**src/hw/rtl/tcphp_pkg.sv**
```systemverilog
package tcphp_pkg;

  // Fixed TCP header size in bytes and the default segment length limit.
  localparam int unsigned HDR_BYTES         = 20;
  localparam int unsigned MAX_SEG_BYTES_DEF = 65535;

  // Option kinds that the walker recognizes.
  localparam logic [7:0] OPT_KIND_EOL    = 8'd0;
  localparam logic [7:0] OPT_KIND_NOP    = 8'd1;
  localparam logic [7:0] OPT_KIND_MSS    = 8'd2;
  localparam logic [7:0] OPT_KIND_WSCALE = 8'd3;

  // Required option lengths, the length byte that is rejected, and the one that behaves as a no-op.
  localparam logic [7:0] OPT_LEN_ZERO   = 8'd0;
  localparam logic [7:0] OPT_LEN_ONE    = 8'd1;
  localparam logic [7:0] OPT_LEN_MSS    = 8'd4;
  localparam logic [7:0] OPT_LEN_WSCALE = 8'd3;

  // Width of the header length in bytes, and the option offset after reset.
  localparam int unsigned HLEN_W   = 6;
  localparam logic [5:0]  OPT_BASE = 6'd20;

  // Folded ones' complement sum of a good segment.
  localparam logic [15:0] CSUM_GOOD = 16'hFFFF;

  // Result status codes.
  typedef enum logic [1:0] {
    STATUS_OK       = 2'd0,
    STATUS_HDR_ERR  = 2'd1,
    STATUS_CSUM_ERR = 2'd2
  } status_t;

  // Option walker states, one-hot.
  typedef enum logic [5:0] {
    OPT_KIND   = 6'b000001,
    OPT_LEN    = 6'b000010,
    OPT_MSS_HI = 6'b000100,
    OPT_MSS_LO = 6'b001000,
    OPT_WS     = 6'b010000,
    OPT_DONE   = 6'b100000
  } opt_state_t;

endpackage

```
**src/hw/rtl/tcphp_seg_if.sv**
```systemverilog
// Byte stream channel: one pseudo header or segment byte per beat.
interface tcphp_seg_if;
  logic       valid;
  logic       ready;
  logic [7:0] data_byte;
  logic       in_pseudo;
  logic       last_byte;

  modport source (output valid, output data_byte, output in_pseudo, output last_byte,
                  input ready);
  modport sink (input valid, input data_byte, input in_pseudo, input last_byte,
                output ready);
endinterface

```
**src/hw/rtl/tcphp_res_if.sv**
```systemverilog
// Result channel: one parsed header and status per beat.
interface tcphp_res_if;
  logic                  valid;
  logic                  ready;
  tcphp_pkg::status_t    status;
  logic [15:0]           source_port;
  logic [15:0]           dst_port;
  logic [31:0]           seq_num;
  logic [31:0]           ack_num;
  logic [5:0]            header_len;
  logic [5:0]            flag_bits;
  logic [15:0]           window;
  logic [15:0]           urgent_pointer;
  logic [1:0]            options_seen;
  logic [15:0]           max_seg_size;
  logic [7:0]            wscale_value;

  modport source (output valid, output status, output source_port, output dst_port,
                  output seq_num, output ack_num, output header_len, output flag_bits,
                  output window, output urgent_pointer, output options_seen,
                  output max_seg_size, output wscale_value, input ready);
  modport sink (input valid, input status, input source_port, input dst_port,
                input seq_num, input ack_num, input header_len, input flag_bits,
                input window, input urgent_pointer, input options_seen,
                input max_seg_size, input wscale_value, output ready);
endinterface

```
**src/hw/rtl/tcp_header_option_checksum_parser_unit.sv**
```systemverilog
// Channel  Dir  Beat content
// -------  ---  ------------------------------------------------------------
// seg      in   data_byte, in_pseudo, last_byte: one stream byte
// res      out  status and parsed header fields, one per segment
//
// A new byte can be accepted in every cycle while seg.ready is high. The result
// of a segment appears in the output register in the cycle after its last
// byte is accepted. Reset is synchronous and returns the parser to the start
// of a segment. seg.ready drops only while a result waits in the output
// register and res.ready is low.
module tcp_header_option_checksum_parser_unit #(
  parameter int unsigned MAX_SEGMENT_BYTES = tcphp_pkg::MAX_SEG_BYTES_DEF
) (
  input  logic         clk,
  input  logic         rst,
  tcphp_seg_if.sink    seg,
  tcphp_res_if.source  res
);

  localparam int unsigned IDX_W = $clog2(MAX_SEGMENT_BYTES + 1);
  localparam int unsigned CMP_W = (IDX_W > 6) ? IDX_W : 6;

  // Parser state.
  logic [IDX_W-1:0]       byte_index, byte_index_next;
  logic [15:0]            sum_acc, sum_acc_next;
  logic                   odd_valid, odd_valid_next;
  logic [7:0]             odd_byte, odd_byte_next;
  tcphp_pkg::opt_state_t  opt_state, opt_state_next;
  logic [5:0]             opt_next, opt_next_next;
  logic [7:0]             opt_kind, opt_kind_next;
  logic                   error_flag, error_flag_next;

  // Header field registers.
  logic [15:0] source_port, source_port_next;
  logic [15:0] dst_port, dst_port_next;
  logic [31:0] seq_num, seq_num_next;
  logic [31:0] ack_num, ack_num_next;
  logic [3:0]  hdr_nibble, hdr_nibble_next;
  logic [5:0]  flag_bits, flag_bits_next;
  logic [15:0] window, window_next;
  logic [15:0] urgent_pointer, urgent_pointer_next;
  logic [1:0]  options_seen, options_seen_next;
  logic [15:0] max_seg_size, max_seg_size_next;
  logic [7:0]  wscale_value, wscale_value_next;

  // Output register.
  logic                  res_valid;
  tcphp_pkg::status_t    res_status;
  logic [15:0]           res_source_port, res_dst_port, res_window, res_urgent, res_mss;
  logic [31:0]           res_seq, res_ack;
  logic [5:0]            res_hlen, res_flags;
  logic [1:0]            res_opts;
  logic [7:0]            res_wscale;

  logic                  seg_fire;
  logic [7:0]            b;
  logic [CMP_W-1:0]      idx_c, hl_c, count_c;
  logic [5:0]            hl, hl_final, opt_i;
  logic [16:0]           csum_sum;
  logic [15:0]           csum_word;
  logic [8:0]            skip_next;
  logic                  final_err;
  tcphp_pkg::status_t    final_status;

  assign seg.ready = !res_valid || res.ready;
  assign seg_fire  = seg.valid && seg.ready;
  assign b         = seg.data_byte;

  assign idx_c = CMP_W'(byte_index);
  assign hl    = {hdr_nibble, 2'b00};
  assign hl_c  = CMP_W'(hl);
  assign opt_i = 6'(byte_index);

  // Checksum: pair bytes across the whole stream, pad an odd final byte.
  always_comb begin
    odd_valid_next = odd_valid;
    odd_byte_next  = odd_byte;
    csum_word      = {b, 8'h00};
    sum_acc_next   = sum_acc;
    if (odd_valid) begin
      csum_word = {odd_byte, b};
    end
    csum_sum = {1'b0, sum_acc} + {1'b0, csum_word};
    if (odd_valid || seg.last_byte) begin
      sum_acc_next   = csum_sum[15:0] + {15'd0, csum_sum[16]};
      odd_valid_next = 1'b0;
    end else begin
      odd_valid_next = 1'b1;
      odd_byte_next  = b;
    end
  end

  // Fixed header capture, byte counting and the option walk.
  always_comb begin
    byte_index_next     = byte_index;
    source_port_next    = source_port;
    dst_port_next       = dst_port;
    seq_num_next        = seq_num;
    ack_num_next        = ack_num;
    hdr_nibble_next     = hdr_nibble;
    flag_bits_next      = flag_bits;
    window_next         = window;
    urgent_pointer_next = urgent_pointer;
    options_seen_next   = options_seen;
    max_seg_size_next   = max_seg_size;
    wscale_value_next   = wscale_value;
    opt_state_next      = opt_state;
    opt_next_next       = opt_next;
    opt_kind_next       = opt_kind;
    error_flag_next     = error_flag;
    skip_next           = {3'd0, opt_i} - 9'd1 + {1'b0, b};

    if (!seg.in_pseudo) begin
      if (idx_c < CMP_W'(tcphp_pkg::HDR_BYTES)) begin
        case (5'(byte_index))
          5'd0:  source_port_next[15:8]    = b;
          5'd1:  source_port_next[7:0]     = b;
          5'd2:  dst_port_next[15:8]       = b;
          5'd3:  dst_port_next[7:0]        = b;
          5'd4:  seq_num_next[31:24]       = b;
          5'd5:  seq_num_next[23:16]       = b;
          5'd6:  seq_num_next[15:8]        = b;
          5'd7:  seq_num_next[7:0]         = b;
          5'd8:  ack_num_next[31:24]       = b;
          5'd9:  ack_num_next[23:16]       = b;
          5'd10: ack_num_next[15:8]        = b;
          5'd11: ack_num_next[7:0]         = b;
          5'd12: hdr_nibble_next           = b[7:4];
          5'd13: flag_bits_next            = b[5:0];
          5'd14: window_next[15:8]         = b;
          5'd15: window_next[7:0]          = b;
          5'd18: urgent_pointer_next[15:8] = b;
          5'd19: urgent_pointer_next[7:0]  = b;
          default: ;
        endcase
      end else if (idx_c < hl_c) begin
        // Option bytes; the position fits six bits inside the header.
        case (opt_state)
          tcphp_pkg::OPT_KIND: begin
            if (opt_i == opt_next) begin
              opt_kind_next = b;
              if (b == tcphp_pkg::OPT_KIND_EOL) begin
                opt_state_next = tcphp_pkg::OPT_DONE;
              end else if (b == tcphp_pkg::OPT_KIND_NOP) begin
                opt_next_next = opt_i + 6'd1;
              end else begin
                if (b == tcphp_pkg::OPT_KIND_MSS) options_seen_next[0] = 1'b1;
                if (b == tcphp_pkg::OPT_KIND_WSCALE) options_seen_next[1] = 1'b1;
                opt_state_next = tcphp_pkg::OPT_LEN;
              end
            end
          end
          tcphp_pkg::OPT_LEN: begin
            if (opt_kind == tcphp_pkg::OPT_KIND_MSS) begin
              if (b != tcphp_pkg::OPT_LEN_MSS || ({1'b0, opt_i} + 7'd2) >= {1'b0, hl}) begin
                error_flag_next = 1'b1;
                opt_state_next  = tcphp_pkg::OPT_DONE;
              end else begin
                max_seg_size_next = '0;
                opt_next_next     = opt_i + 6'd3;
                opt_state_next    = tcphp_pkg::OPT_MSS_HI;
              end
            end else if (opt_kind == tcphp_pkg::OPT_KIND_WSCALE) begin
              if (b != tcphp_pkg::OPT_LEN_WSCALE || ({1'b0, opt_i} + 7'd1) >= {1'b0, hl}) begin
                error_flag_next = 1'b1;
                opt_state_next  = tcphp_pkg::OPT_DONE;
              end else begin
                wscale_value_next = '0;
                opt_next_next     = opt_i + 6'd2;
                opt_state_next    = tcphp_pkg::OPT_WS;
              end
            end else if (b == tcphp_pkg::OPT_LEN_ZERO) begin
              error_flag_next = 1'b1;
              opt_state_next  = tcphp_pkg::OPT_DONE;
            end else if (b == tcphp_pkg::OPT_LEN_ONE) begin
              opt_next_next  = opt_i + 6'd1;
              opt_state_next = tcphp_pkg::OPT_KIND;
            end else if (skip_next > {3'd0, hl}) begin
              error_flag_next = 1'b1;
              opt_state_next  = tcphp_pkg::OPT_DONE;
            end else begin
              opt_next_next  = skip_next[5:0];
              opt_state_next = tcphp_pkg::OPT_KIND;
            end
          end
          tcphp_pkg::OPT_MSS_HI: begin
            max_seg_size_next[15:8] = b;
            opt_state_next          = tcphp_pkg::OPT_MSS_LO;
          end
          tcphp_pkg::OPT_MSS_LO: begin
            max_seg_size_next[7:0] = b;
            opt_state_next         = tcphp_pkg::OPT_KIND;
          end
          tcphp_pkg::OPT_WS: begin
            wscale_value_next = b;
            opt_state_next    = tcphp_pkg::OPT_KIND;
          end
          default: ;
        endcase
      end
      // The count saturates; later bytes still enter the checksum.
      if (byte_index < IDX_W'(MAX_SEGMENT_BYTES)) begin
        byte_index_next = byte_index + IDX_W'(1);
      end
    end
  end

  // Segment verdict, formed from the state including the last byte.
  assign hl_final = {hdr_nibble_next, 2'b00};
  assign count_c  = CMP_W'(byte_index_next);

  always_comb begin
    final_err = error_flag_next
             || count_c < CMP_W'(tcphp_pkg::HDR_BYTES)
             || hl_final < 6'(tcphp_pkg::HDR_BYTES)
             || CMP_W'(hl_final) > count_c
             || opt_state_next == tcphp_pkg::OPT_LEN
             || opt_state_next == tcphp_pkg::OPT_MSS_HI
             || opt_state_next == tcphp_pkg::OPT_MSS_LO
             || opt_state_next == tcphp_pkg::OPT_WS;
    if (final_err) begin
      final_status = tcphp_pkg::STATUS_HDR_ERR;
    end else if (sum_acc_next == tcphp_pkg::CSUM_GOOD) begin
      final_status = tcphp_pkg::STATUS_OK;
    end else begin
      final_status = tcphp_pkg::STATUS_CSUM_ERR;
    end
  end

  // State update; the last byte returns the parser to its start state.
  always_ff @(posedge clk) begin
    if (rst || (seg_fire && seg.last_byte)) begin
      byte_index     <= '0;
      sum_acc        <= '0;
      odd_valid      <= 1'b0;
      odd_byte       <= '0;
      opt_state      <= tcphp_pkg::OPT_KIND;
      opt_next       <= tcphp_pkg::OPT_BASE;
      opt_kind       <= '0;
      error_flag     <= 1'b0;
      source_port    <= '0;
      dst_port       <= '0;
      seq_num        <= '0;
      ack_num        <= '0;
      hdr_nibble     <= '0;
      flag_bits      <= '0;
      window         <= '0;
      urgent_pointer <= '0;
      options_seen   <= '0;
      max_seg_size   <= '0;
      wscale_value   <= '0;
    end else if (seg_fire) begin
      byte_index     <= byte_index_next;
      sum_acc        <= sum_acc_next;
      odd_valid      <= odd_valid_next;
      odd_byte       <= odd_byte_next;
      opt_state      <= opt_state_next;
      opt_next       <= opt_next_next;
      opt_kind       <= opt_kind_next;
      error_flag     <= error_flag_next;
      source_port    <= source_port_next;
      dst_port       <= dst_port_next;
      seq_num        <= seq_num_next;
      ack_num        <= ack_num_next;
      hdr_nibble     <= hdr_nibble_next;
      flag_bits      <= flag_bits_next;
      window         <= window_next;
      urgent_pointer <= urgent_pointer_next;
      options_seen   <= options_seen_next;
      max_seg_size   <= max_seg_size_next;
      wscale_value   <= wscale_value_next;
    end
  end

  // Output register valid.
  always_ff @(posedge clk) begin
    if (rst) begin
      res_valid <= 1'b0;
    end else if (seg_fire && seg.last_byte) begin
      res_valid <= 1'b1;
    end else if (res.ready) begin
      res_valid <= 1'b0;
    end
  end

  // Output register payload.
  always_ff @(posedge clk) begin
    if (seg_fire && seg.last_byte) begin
      res_status      <= final_status;
      res_source_port <= source_port_next;
      res_dst_port    <= dst_port_next;
      res_seq         <= seq_num_next;
      res_ack         <= ack_num_next;
      res_hlen        <= hl_final;
      res_flags       <= flag_bits_next;
      res_window      <= window_next;
      res_urgent      <= urgent_pointer_next;
      res_opts        <= options_seen_next;
      res_mss         <= max_seg_size_next;
      res_wscale      <= wscale_value_next;
    end
  end

  assign res.valid          = res_valid;
  assign res.status         = res_status;
  assign res.source_port    = res_source_port;
  assign res.dst_port       = res_dst_port;
  assign res.seq_num        = res_seq;
  assign res.ack_num        = res_ack;
  assign res.header_len     = res_hlen;
  assign res.flag_bits      = res_flags;
  assign res.window         = res_window;
  assign res.urgent_pointer = res_urgent;
  assign res.options_seen   = res_opts;
  assign res.max_seg_size   = res_mss;
  assign res.wscale_value   = res_wscale;

`ifndef NO_ASSERTIONS
  // A last beat always produces a result in the next cycle.
  a_last_gives_result: assert property (@(posedge clk) disable iff (rst)
    seg_fire && seg.last_byte |=> res_valid)
    else $error("last beat did not produce a result");

  // A last beat returns the parser to the start of a segment.
  a_last_clears_state: assert property (@(posedge clk) disable iff (rst)
    seg_fire && seg.last_byte |=> byte_index == '0 && !odd_valid
                                  && opt_state == tcphp_pkg::OPT_KIND)
    else $error("parser state not cleared after last beat");

  // A segment byte below the limit advances the count by exactly one.
  a_count_step: assert property (@(posedge clk) disable iff (rst)
    seg_fire && !seg.last_byte && !seg.in_pseudo
    && byte_index < IDX_W'(MAX_SEGMENT_BYTES)
    |=> byte_index == $past(byte_index) + IDX_W'(1))
    else $error("byte count did not advance");
`endif

endmodule

```
**src/flat_wrapper.sv**
```systemverilog
// flat-port wrapper written by rule: the top's interface ports become plain ports
module tcp_header_option_checksum_parser_unit_flat 
#(
  parameter int unsigned MAX_SEGMENT_BYTES = tcphp_pkg::MAX_SEG_BYTES_DEF
)
  (clk, rst, seg_valid, seg_data_byte, seg_in_pseudo, seg_last_byte, seg_ready, res_valid, res_status, res_source_port, res_dst_port, res_seq_num, res_ack_num, res_header_len, res_flag_bits, res_window, res_urgent_pointer, res_options_seen, res_max_seg_size, res_wscale_value, res_ready);
  tcphp_seg_if seg_i ();
  tcphp_res_if res_i ();
  input  logic clk;
  input  logic rst;
  input wire logic [$bits(seg_i.valid)-1:0] seg_valid;
  input wire logic [$bits(seg_i.data_byte)-1:0] seg_data_byte;
  input wire logic [$bits(seg_i.in_pseudo)-1:0] seg_in_pseudo;
  input wire logic [$bits(seg_i.last_byte)-1:0] seg_last_byte;
  output wire logic [$bits(seg_i.ready)-1:0] seg_ready;
  output wire logic [$bits(res_i.valid)-1:0] res_valid;
  output wire logic [$bits(res_i.status)-1:0] res_status;
  output wire logic [$bits(res_i.source_port)-1:0] res_source_port;
  output wire logic [$bits(res_i.dst_port)-1:0] res_dst_port;
  output wire logic [$bits(res_i.seq_num)-1:0] res_seq_num;
  output wire logic [$bits(res_i.ack_num)-1:0] res_ack_num;
  output wire logic [$bits(res_i.header_len)-1:0] res_header_len;
  output wire logic [$bits(res_i.flag_bits)-1:0] res_flag_bits;
  output wire logic [$bits(res_i.window)-1:0] res_window;
  output wire logic [$bits(res_i.urgent_pointer)-1:0] res_urgent_pointer;
  output wire logic [$bits(res_i.options_seen)-1:0] res_options_seen;
  output wire logic [$bits(res_i.max_seg_size)-1:0] res_max_seg_size;
  output wire logic [$bits(res_i.wscale_value)-1:0] res_wscale_value;
  input wire logic [$bits(res_i.ready)-1:0] res_ready;
  assign seg_i.valid = seg_valid;
  assign seg_i.data_byte = seg_data_byte;
  assign seg_i.in_pseudo = seg_in_pseudo;
  assign seg_i.last_byte = seg_last_byte;
  assign seg_ready = seg_i.ready;
  assign res_valid = res_i.valid;
  assign res_status = res_i.status;
  assign res_source_port = res_i.source_port;
  assign res_dst_port = res_i.dst_port;
  assign res_seq_num = res_i.seq_num;
  assign res_ack_num = res_i.ack_num;
  assign res_header_len = res_i.header_len;
  assign res_flag_bits = res_i.flag_bits;
  assign res_window = res_i.window;
  assign res_urgent_pointer = res_i.urgent_pointer;
  assign res_options_seen = res_i.options_seen;
  assign res_max_seg_size = res_i.max_seg_size;
  assign res_wscale_value = res_i.wscale_value;
  assign res_i.ready = res_ready;
  tcp_header_option_checksum_parser_unit #(.MAX_SEGMENT_BYTES(MAX_SEGMENT_BYTES)) u_core (.clk(clk), .rst(rst), .seg(seg_i), .res(res_i));
endmodule
```
**config.mk**
```make
export PLATFORM = sky130hd
export DESIGN_NAME = tcp_header_option_checksum_parser_unit_flat
export DESIGN_NICKNAME = d
export VERILOG_FILES = /design/src/hw/rtl/tcphp_pkg.sv /design/src/hw/rtl/tcphp_seg_if.sv /design/src/hw/rtl/tcphp_res_if.sv /design/src/hw/rtl/tcp_header_option_checksum_parser_unit.sv /design/src/flat_wrapper.sv
export SDC_FILE = /design/constraint.sdc
export NUM_CORES = 1
export LEC_CHECK = 0
export ABC_AREA = 1
export ABC_CLOCK_PERIOD_IN_PS = 9150
export BUFFER_PORTS_ARGS = -buffer_cell sky130_fd_sc_hd__buf_2
export CORE_ASPECT_RATIO = 2
export CORE_MARGIN = 1
export CORE_UTILIZATION = 50
export DETAILED_ROUTE_END_ITERATION = 10
export PLACE_DENSITY_LB_ADDON = 0.12
export SYNTH_ARGS = -nofsm -noshare
export SYNTH_HDL_FRONTEND = slang
export SYNTH_SLANG_ARGS = --single-unit
```
**constraint.sdc**
```tcl
create_clock -name clk -period 9.15 [get_ports clk]
set_input_delay 0.915 -clock clk [delete_from_list [all_inputs] [get_ports clk]]
set_output_delay 0.915 -clock clk [all_outputs]
set_load 0.05 [all_outputs]
```
## After elaboration in Yosys (flattened, before gate mapping)

Index checks and enable logic that the tools add are counted.

- Word-level logic and storage cells: 220
- Output and inout bits: 170
- Input port bits: 14
- Flip-flop bits (word level): 393

- Multiplexer cells: 101
- Reduce and logical (&&, ||, !) cells: 23
- Bitwise operators: 3
- Equality and inequality tests: 42
- Add/subtract/negate cells: 10
- Order comparisons: 9

Operators by type and width:

| operator | number |
|---|---|
| $mux 16 | 17 |
| $mux 8 | 22 |
| $mux 6 | 26 |
| $mux 32 | 4 |
| $pmux 8 s2 | 3 |
| $eq 5x4->1 const B | 8 |
| $eq 8x2->1 const B | 4 |
| $lt 16x5->1 const B | 2 |
| $pmux 6 s4 | 1 |
| $eq 5x3->1 const B | 4 |
| $add 16x16->17 | 1 |
| $add 16x1->16 | 1 |
| $add 16x1->16 const B | 1 |
| $eq 16x16->1 const B | 1 |
| $gt 6x16->1 | 1 |
| $lt 16x16->1 const B | 1 |
| $lt 16x6->1 | 1 |
| $mux 1 | 16 |
| $mux 2 | 8 |
| $ge 7x6->1 | 2 |
| $add 6x2->6 const B | 2 |
| $eq 6x2->1 const B | 2 |
| $eq 6x3->1 const B | 2 |
| $eq 6x4->1 const B | 2 |
| other kinds (35) | 56 |

## Logic depth before layout (Yosys ltp)

- Depth in word-level cells: 19
- Mapped depth: 31
- Depth with buffers taken out: 28

## Least setup slack after synthesis

No wires, ideal clock.

- Path kind: in2reg
- Start: in res_ready
- End: reg u_core.flag_bits[2]
- Setup time: 115 ps
- Required time: 9035 ps
- Buffers on the path: 2
- Path slack: -1175 ps
- Arrival time: 10209 ps
- Stages: 11
- Cell sequence: inv_1 > nand2_1 > nand2_1 > nor2_1 > inv_1 > nand2_1 > clkbuf_1 > clkbuf_1 > nor2_1 > o21ai_0 > inv_1

- Cells in the longest elaborated chain, start to end: 4

Ends and longest elaborated chain:

| element | RTL line | RTL |
|---|---|---|
| from (decl) | flat_wrapper.sv:29 | `input wire logic [$bits(res_i.ready)-1:0] res_ready;` |
| $logic_or 1x1->1 * | tcp_header_option_checksum_parser_unit.sv:65 | `assign seg.ready = !res_valid \|\| res.ready;` |
| net seg_ready | flat_wrapper.sv:15 | `output wire logic [$bits(seg_i.ready)-1:0] seg_ready;` |
| $logic_and 1x1->1 * | tcp_header_option_checksum_parser_unit.sv:66 | `assign seg_fire = seg.valid && seg.ready;` |
| $logic_and 1x1->1 | tcp_header_option_checksum_parser_unit.sv:232 | `if (rst \|\| (seg_fire && seg.last_byte)) begin` |
| $logic_or 1x1->1 | tcp_header_option_checksum_parser_unit.sv:232 |  |
| to (signal assigned) | tcp_header_option_checksum_parser_unit.sv:266 | `flag_bits <= flag_bits_next;` |
| to (decl) | tcp_header_option_checksum_parser_unit.sv:39 | `logic [5:0] flag_bits, flag_bits_next;` |

Mark *: on every way through the listed nets, which the timed path passes. The rest lies on a longest branch.
A chain may end at the register's enable or synchronous reset.

## Worst setup path in the final report

- Start: in seg_data_byte[0]
- End: reg u_core.res_status[1] (netlist: u_core.res.status[1]) (data pin)

- Cells in the longest elaborated chain, start to end: 18
- Elaborated cells on any way between the ends: 50
- Classes of those cells: add/sub (3); order compare (1); eq/ne (8); mux (28); reduce/logical (10)

Ends and longest elaborated chain:

| element | RTL line | RTL |
|---|---|---|
| from (decl) | flat_wrapper.sv:12 | `input wire logic [$bits(seg_i.data_byte)-1:0] seg_data_byte;` |
| branches (longest 18 deep; another with $add 9x8->9) | -- |  |
| to (signal assigned) | tcp_header_option_checksum_parser_unit.sv:289 | `res_status <= final_status;` |
| to (decl) | tcp_header_option_checksum_parser_unit.sv:48 | `tcphp_pkg::status_t res_status;` |

Several ways; the timed one is not identified.

==> flow_summary.toml <==
[cts]
cts_setup_buffers = 0
cts_made_buffers = 38
clockBufferDepth = 3
clk_latency_ns = 0.56
cts_hold_buf = 0
cts_tree = "done"
cts-htree-levels = 2
root_buffer = "clkbuf_16"
clk_pin_slew_ns = 0.06
cts.sinks = 393
postCtsResizedCells = 0

[grt]
met2_usage_pct = 54.1
met1_usage_pct = 30.5
grt_pass1_vias = 16662
antenna_found_initial = 0
grt_overflow = 0
grt_max_degree = 173
busiest_layer = "met2"
grt_usage_pct = 29.4
grt_util_met3_pct = 3.79
grt_first_pass_wirelength_mm = 90.8

[worst_setup_path]
crit_slowest_cell = "inv_1"
crit_top_cell = "nor2_1"
worstSetupStartpointType = "input port"
crit_fanout = 15
cp.depth = 28
r2r_start = "u_core.byte_index[0]$_SDFFE_PP0P_"
endpoint_kind = "flop"
cpLargestDelayFamily = "simple AND/OR/NAND/NOR gates"
worstPathArrival_ns = 5.14
critPathLaunch = "seg_data_byte[0]"
rr_worst_depth = 26
crit_type = "in2reg"
cp_num_buf_inv = 3
critPathMaxStageDelay_ns = 0.63
worstPathRequired_ns = 9.45

[logic_synthesis]
synth_warnings = 0
syn-cell-area_um2 = 19800
synth-xor-area-share_pct = 1.11
synth-edff-count = 166
async_flop_share_pct = 0
yosys_most_used_dff = "dfxtp_1"
ys_seq_area_share_pct = 48.2
ys_ff_latch = 393
synth_compound_area_share_pct = 16.6
yosys.area.top_type = "edfxtp_1"
synth_fa_ha_area_share_pct = 3.81
synthDistinctLibCells = 58
syn_inst = 2508
yosys.area.top_type_share_pct = 25.2
synthSimpleGateAreaFrac_pct = 20.1
synth_top_family_by_area = "simple AND/OR/NAND/NOR gates"
synth.top_cells.by_area = "edfxtp_1 25%, dfxtp_1 23%, o21ai_0 9.0%"
syn_avg_cell_area_um2 = 7.88
synthMuxAreaShare_pct = 0

[place]
hpwl_mm = 40.7
routabilityCongestion = 0.953
numPortBuffers = 181

[floorplan]
start_util_pct = 50.9
die_x_um = 143
io_pins = 184
dieArea_um2 = 40400
core_area_um2 = 38800
rows = 102
die_h_um = 283

[worst_hold_path]
hold_depth = 2
min_from = "u_core.opt_kind[7]$_SDFFE_PP0P_"
hold_class = "reg2reg"

[timing]
rsz0062_at_grt = "no"
fin_skew_ns = 0.0160
slew_viol_final = 0
setup_tns_ns = 0
fin_crit_ns = 4.84
finalSetupViolations = 0
fin_crit_sh_pct = 52.9
worst_slew_pin_slew_ns = 1.03
fmax_mhz = 207
slew_headroom_pct = 31.4
hold_violations = 0

[status]
status = "completed"

[final_layout]
finish.utilization_pct = 57.5
drive_gt1_share_pct = 13.8
final_nets = 2701
diodes = 0
syn_to_final_growth_pct = 12.9

[detailed_routing]
wl_per_cell_um = 18.4
drt-initial-drc-count = 1112
postRouteWirelength_mm = 58.5
drc = 0
final_antenna_net_count = 0
vias = 17222
dr.pass1.iters = 5
via_per_inst = 5.42

[power_and_ir_drop]
power_density_nw_per_um2 = 200
leakage_nw = 10.7
vdd_ir_drop_max_uv = 139

[job]
drv_cap = 0
-- registers in the layout (all words and copies together) (netlist names), 8 cells and up --
register,flops
u_core.ack_num,32
u_core.res.ack_num,32
u_core.res.seq_num,32
u_core.seq_num,32
u_core.byte_index,16
u_core.dst_port,16
u_core.max_seg_size,16
u_core.res.dst_port,16
u_core.res.max_seg_size,16
u_core.res.source_port,16
u_core.res.urgent_pointer,16
u_core.res.window,16
u_core.source_port,16
u_core.sum_acc,16
u_core.urgent_pointer,16
u_core.window,16
u_core.odd_byte,8
u_core.opt_kind,8
u_core.res.wscale_value,8
u_core.wscale_value,8
-- cells in the final DEF, fill, tap and decap left out, types with 39 or more instances in the layout --
master / n
nand2_1: 421
inv_1: 377
o21ai_0: 354
nor2_1: 251
dfxtp_1: 227
buf_2: 181
a21oi_1: 169
edfxtp_1: 166
nand3_1: 78
ha_1: 57
o21ai_1: 46
clkbuf_16: 39
-- cell families after synthesis --
kind of cell,count (synthesis)
DFF,393
and+or+nand+nor,896
other,1
xor gates and xnor gates,25
adders and majority gates,59
buffers and inverters,510
AOI/OAI and AO/OA,624
-- cell usage after synthesis (14+ instances only) --
cell type  instances
a21oi_1          169
buf_2             24
clkbuf_1          83
dfxtp_1          227
edfxtp_1         166
ha_1              57
inv_1            378
nand2_1          423
nand2_2           14
nand3_1           78
nand4_1           35
nor2_1           252
o211ai_1          18
o21ai_0          354
o21ai_1           46
or2_2             37
xor2_1            23
-- metrics by stage --
stage | cells | area, um2 | power [mW] | worst slack [ns] | hold WS (ns)
2_1_floorplan | 2509 | 19800 | 2.58 | 1.74 | 0.429
3_3_place_gp | 3108 | 21000 | 2.77 | 3.86 | 0.440
3_5_place_dp | 3108 | 21000 | 2.79 | 3.77 | 0.447
4_1_cts | 3178 | 22300 | 4.48 | 4.33 | 0.457
5_1_grt | 3178 | 22300 | 4.64 | 3.88 | 0.474
6_report | 3178 | 22300 | 4.46 | 4.31 | 0.459
-- routing by layer --
| layer | part of all wire, % | up-vias |
|---|---|---|
| met5 | 0 | - |
| met4 | 7.0 | 0 |
| met3 | 3.9 | 208 |
| met2 | 53 | 529 |
| met1 | 36 | 8050 |
| li1 | - | 8435 |
-- tightest hold or removal path, stage by stage, from the launching register on --
cell	delay, ns
dfxtp_1	0.30
inv_1	0.06
a21oi_1	0.06
-- cell type report --
| type | instances | area, um2 |
|---|---|---|
| fillers | 3646 | 16500 |
| clock inverters | 20 | 279 |
| well taps | 520 | 651 |
| clock buffers | 50 | 1070 |
| inverters | 393 | 1490 |
| multi-input cells | 1606 | 8250 |
| repair buffers | 196 | 1030 |
| flip-flops and latches | 393 | 9530 |
-- path summary, 6_finish.rpt --
check | to | slack [ns]
hold / removal | u_core.opt_kind[7]$_SDFFE_PP0P_ | 0.46
setup reg to reg | u_core.res.status[1]$_SDFFCE_PP0P_ | 4.39
hold reg to reg | u_core.opt_kind[7]$_SDFFE_PP0P_ | 0.46
setup / recovery | u_core.res.status[1]$_SDFFCE_PP0P_ | 4.31
-- power by group --
group          internal [mW]  leakage, nW  switching (mW)
Sequential              1.93         3.44          0.0536
Clock                   1.00        0.654           0.701
Combinational          0.206         6.57           0.566
Power figures use the tool's default switching activity.
